===== src/sv/gia_pkg.sv =====
// ----------------------------------------------------------------------------
// gia_pkg: shared types and constants of the generational id allocator
// Holds the field widths, the operation and status codes, the controller
// states and the command and status bundles between controller and datapath.
// ----------------------------------------------------------------------------
package gia_pkg;

  // Default sizing of the allocator.
  localparam int DEF_MAX_IDS  = 1024;
  localparam int DEF_GEN_BITS = 32;

  // Fixed widths of the port fields.
  localparam int OP_W        = 3;
  localparam int ID_FIELD_W  = 10;
  localparam int CNT_FIELD_W = 11;
  localparam int GEN_FIELD_W = 32;
  localparam int STATUS_W    = 2;

  typedef enum logic [OP_W-1:0] {
    OP_CREATE  = 3'd0,
    OP_DESTROY = 3'd1,
    OP_QUERY   = 3'd2,
    OP_RANGE   = 3'd3,
    OP_CLEAR   = 3'd4
  } op_t;

  typedef enum logic [STATUS_W-1:0] {
    ST_OK        = 2'd0,
    ST_FULL      = 2'd1,
    ST_NOT_ALIVE = 2'd2
  } status_t;

  typedef enum logic [2:0] {
    S_IDLE,
    S_EXEC,
    S_POP_FILL,
    S_SCAN_RD,
    S_SCAN_CHK
  } state_t;

  // Source of the entry table read address.
  typedef enum logic [1:0] {
    RD_INPUT,
    RD_STACK,
    RD_SCAN
  } rd_sel_t;

  // Commands from the controller to the datapath.
  typedef struct packed {
    logic    accept;
    logic    exec;
    logic    pop_fill;
    logic    scan_rd;
    logic    scan_chk;
    rd_sel_t rd_sel;
  } cmd_t;

  // Status from the datapath to the controller.
  typedef struct packed {
    op_t  op;
    logic stack_empty;
    logic scan_more;
  } sts_t;

endpackage


===== src/sv/gia_ctrl.sv =====
// ----------------------------------------------------------------------------
// gia_ctrl: controller of the generational id allocator
// Sequences one operation at a time and issues datapath commands.
// ----------------------------------------------------------------------------
module gia_ctrl (
  input  logic          clk,
  input  logic          rst_n,
  input  logic          start,
  output logic          busy,
  input  gia_pkg::sts_t sts,
  output gia_pkg::cmd_t cmd
);
  import gia_pkg::*;

  state_t state_r;
  state_t state_nxt;

  always_ff @(posedge clk) begin
    if (!rst_n) begin
      state_r <= S_IDLE;
    end else begin
      state_r <= state_nxt;
    end
  end

  // Next state.
  always_comb begin
    state_nxt = state_r;
    case (state_r)
      S_IDLE: begin
        if (start) begin
          state_nxt = S_EXEC;
        end
      end
      S_EXEC: begin
        case (sts.op)
          OP_CREATE: begin
            state_nxt = sts.stack_empty ? S_IDLE : S_POP_FILL;
          end
          OP_RANGE: begin
            state_nxt = S_SCAN_RD;
          end
          default: begin
            state_nxt = S_IDLE;
          end
        endcase
      end
      S_POP_FILL: begin
        state_nxt = S_IDLE;
      end
      S_SCAN_RD: begin
        state_nxt = sts.scan_more ? S_SCAN_CHK : S_IDLE;
      end
      S_SCAN_CHK: begin
        state_nxt = S_SCAN_RD;
      end
      default: begin
        state_nxt = S_IDLE;
      end
    endcase
  end

  // Outputs.
  always_comb begin
    cmd          = '0;
    cmd.rd_sel   = RD_INPUT;
    busy         = 1'b1;
    case (state_r)
      S_IDLE: begin
        busy       = 1'b0;
        cmd.accept = start;
      end
      S_EXEC: begin
        cmd.exec   = 1'b1;
        cmd.rd_sel = RD_STACK;
      end
      S_POP_FILL: begin
        cmd.pop_fill = 1'b1;
      end
      S_SCAN_RD: begin
        cmd.scan_rd = 1'b1;
        cmd.rd_sel  = RD_SCAN;
      end
      S_SCAN_CHK: begin
        cmd.scan_chk = 1'b1;
      end
      default: begin
        busy = 1'b1;
      end
    endcase
  end

`ifndef ASSERT_OFF
  // A popped id is always filled right after the operation step.
  a_pop_after_exec: assert property (@(posedge clk) disable iff (!rst_n)
    (state_r == S_POP_FILL) |-> $past(state_r == S_EXEC))
    else $error("pop fill not preceded by execute");

  // A scan check always follows a scan read that found more ids.
  a_chk_after_rd: assert property (@(posedge clk) disable iff (!rst_n)
    (state_r == S_SCAN_CHK) |-> ($past(state_r == S_SCAN_RD) && $past(sts.scan_more)))
    else $error("scan check without pending id");

  // Nothing is accepted while an operation is in progress.
  a_accept_idle: assert property (@(posedge clk) disable iff (!rst_n)
    cmd.accept |-> (state_r == S_IDLE))
    else $error("accept outside idle");
`endif

endmodule


===== config.mk =====
export PLATFORM = sky130hd
export DESIGN_NAME = gia_ctrl
export DESIGN_NICKNAME = d
export VERILOG_FILES = /design/src/sv/gia_pkg.sv /design/src/sv/gia_ctrl.sv
export SDC_FILE = /design/constraint.sdc
export NUM_CORES = 1
export LEC_CHECK = 0
export BUFFER_PORTS_ARGS = -buffer_cell sky130_fd_sc_hd__clkbuf_2
export CORE_AREA = 8 8 45 47
export CTS_BUF_LIST = sky130_fd_sc_hd__clkbuf_16
export DETAILED_ROUTE_END_ITERATION = 8
export DIE_AREA = 0 0 53 55
export SETUP_SLACK_MARGIN = 0.5
export SLEW_MARGIN = 20
export SYNTH_ARGS = -nofsm -noshare
export SYNTH_HDL_FRONTEND = slang
export SYNTH_SLANG_ARGS = --single-unit

===== constraint.sdc =====
create_clock -name clk -period 2.3 [get_ports clk]
set_input_delay 0.115 -clock clk [delete_from_list [all_inputs] [get_ports clk]]
set_output_delay 0.115 -clock clk [all_outputs]
set_load 0.05 [all_outputs]

==> flow_metrics.tcl <==
set metrics [dict create \
    p_sw_mw 0.07715 \
    dr.pass1.iters 4 \
    maxSlewViolCount 0 \
    r2r_setup_slack_ns 1.21 \
    grt_overflow 0 \
    cp-endpoint "cmd[6]" \
    grt_pass1_vias 238 \
    startpoint "state_r[1]$_SDFFE_PN0P_" \
    outcome "complete, no violations" \
    largest-register "state_r" \
    intPower_mw 0.2905 \
    setup_violations 0 \
    core-area_um2 1384 \
    place_inst 54 \
    boundaryPins 16 \
    worst_pin_slew_ns 0.2693 \
    crit_required_ns 2.18 \
    numCtsBuffers 3 \
    globalplace.congestion 0.6739 \
    critPathKind "reg2out" \
    drc 0 \
    seqPwrFrac_pct 15.1 \
    drtAntennaViolNets 0 \
    grt_max_degree 8 \
    dpl.hpwl_um 490.7 \
    drt_iter0_drc 1 \
    clockBufferDepth 2 \
    max_freq_ghz 0.6823 \
    ys_ff_latch 3 \
    clk_latency_ns 0.22 \
    p_comb_share_pct 11.8 \
    initial_core_util_pct 14.56 \
    final_util_pct 27.12 \
    hp-class "in2reg" \
    seq_area_um2 60.06 \
    synth_top_area_share_pct 29.81 \
    timing.final.crit_share_pct 63.72 \
    hp-start "sts[0]" \
    post_cts_buffers 0 \
    ctsHoldBuffers 0 \
    yosys.area.top_type "dfxtp_1" \
    r2r-end "state_r[1]$_SDFFE_PN0P_" \
    largest_reg_flops 3 \
    fin_skew_ns 0.001113 \
    cp_max_fo 7 \
    hold_violations 0 \
    avgSynthCellArea_um2 8.393 \
    p_leak_nw 0.1908 \
    rsz0062_at_grt "no" \
    routedWlPerCell_um 9.931 \
    area_growth_pct 86.34 \
    final_common_cell "clkbuf_2" \
    p_per_area_nw_per_um2 979.4 \
    switching_share_pct 20.99 \
    post_cts_resized 0 \
    clock_sinks 3 \
    layout_common_cells "clkbuf_2, nor2_1, inv_1" \
    die_w_um 53 \
    antenna_found_initial 0 \
    ir_drop_mv 0.2778 \
    pwr-share-clk_pct 73.1 \
    track_usage_pct 4.315 \
    ys_seq_area_share_pct 29.81 \
    antenna_cells 0 \
    routed_via_density 3.845 \
    syn_area_um2 201.4 \
    total_power_mw 0.3676 \
    io_buffers 15 \
    min_path_cells 2 \
    cap_violations 0 \
    fin_crit_ns 1.466 \
    rows 14 \
    finalSetupTns_ns 0 \
    place_area_um2 296.5 \
    crit_chain "or3_1 > nor2_2 > clkbuf_2" \
    reg_top3 "state_r: 3 flops" \
    vias 223 \
    r2r_start "state_r[2]$_SDFFE_PN0P_" \
    multi_input_area_um2 130.1 \
    reg2regPathDepth 3 \
    ctsHtreeMaxLevel 1 \
    cp-end-kind "primary output" \
    wl_um 576 \
    drive_gt1_share_pct 52.38 \
    cp_slowest_cell "or3_1" \
    path_clk_slew_ns 0.03 \
    syn-num-nets 32 \
    root_buffer "clkbuf_16" \
    grt_pass1_wl_um 862 \
    critPathMaxStageDelay_ns 0.40 \
    final_nets 51 \
    relSlewSlack_pct 81.88 \
    die-area_um2 2915 \
    die_h_um 55 \
    synth_warnings 0 \
    syn_inst 24 \
    worst_setup_path_start_kind "flop" \
    cp.arrival_ns 1.35 \
    final_cell_area_um2 375.4 \
    cts_tree "done" \
    stdcell_count 58 \
    synth_cell_type_count 15 \
    synth_area_leaders "dfxtp_1, a2111oi_4, nor2_1" \
    num-fill-cells 160 \
]
==> worst min path at each step <==
stage / to / slack (ns)
2_1_floorplan: state_r[0]$_SDFFE_PN0P_ / 0.23
3_3_place_gp: state_r[2]$_SDFFE_PN0P_ / 0.34
3_5_place_dp: state_r[2]$_SDFFE_PN0P_ / 0.34
4_1_cts: state_r[2]$_SDFFE_PN0P_ / 0.12
5_1_grt: state_r[2]$_SDFFE_PN0P_ / 0.13
6_report: state_r[2]$_SDFFE_PN0P_ / 0.12
==> power groups by stage <==
stage | registers (mW) | clock network, mW | logic (mW)
floorplan | 0.0559 | 0 | 0.0319
global placement | 0.0562 | 0 | 0.0437
detailed placement | 0.0562 | 0 | 0.0439
CTS | 0.0555 | 0.273 | 0.0442
global route | 0.0557 | 0.275 | 0.0464
finish | 0.0555 | 0.269 | 0.0436
==> cell type report <==
type | instances | area share [%]
Multi-Input combinational cell | 17 | 34.67
Clock buffer | 3 | 20.00
Timing Repair Buffer | 15 | 20.00
Sequential cell | 3 | 16.00
Tap cell | 16 | 5.333
Inverter | 3 | 3.000
Clock inverter | 1 | 1.000
==> critical path, delay by kind of cell, from the launching register on <==
kind          cells  cell delay [ns]
buf+inv           1             0.27
simple gates      2             0.48
flops             1             0.37
==> stage by stage <==
stage          hold slack (ns)  setup WS (ns)
2_1_floorplan           0.2328         0.5514
3_3_place_gp            0.3438          1.075
3_5_place_dp            0.3449          1.060
4_1_cts                 0.1181         0.8245
5_1_grt                 0.1284         0.7564
6_report                0.1232         0.8344
==> synth_stat cells <==
master	n
buf_4	1
inv_1	3
nand2b_1	1
a2111oi_4	1
nor3b_1	1
o221a_1	1
or3_4	1
and3_1	1
nor2_1	5
dfxtp_1	3
nor4_1	1
or3_1	1
nand2_1	1
nor3_1	2
o21a_1	1
==> routing by layer <==
| metal | routed length [um] | share of wire, % | track usage, % | vias up |
|---|---|---|---|---|
| li1 | - | - | - | 120 |
| met1 | 173 | 30 | 3.035 | 94 |
| met2 | 312 | 54 | 6.836 | 9 |
| met3 | 90 | 16 | 4.011 | 0 |
| met4 | 0 | 0 | 3.879 | 0 |
| met5 | 0 | 0 | 0 | - |
==> cells by family after synthesis <==
group           share of synthesized area [%]
compound gates                          22.98
buf+inv                                 9.318
flops                                   29.81
simple gates                            37.90
Power figures use the tool's default switching activity.
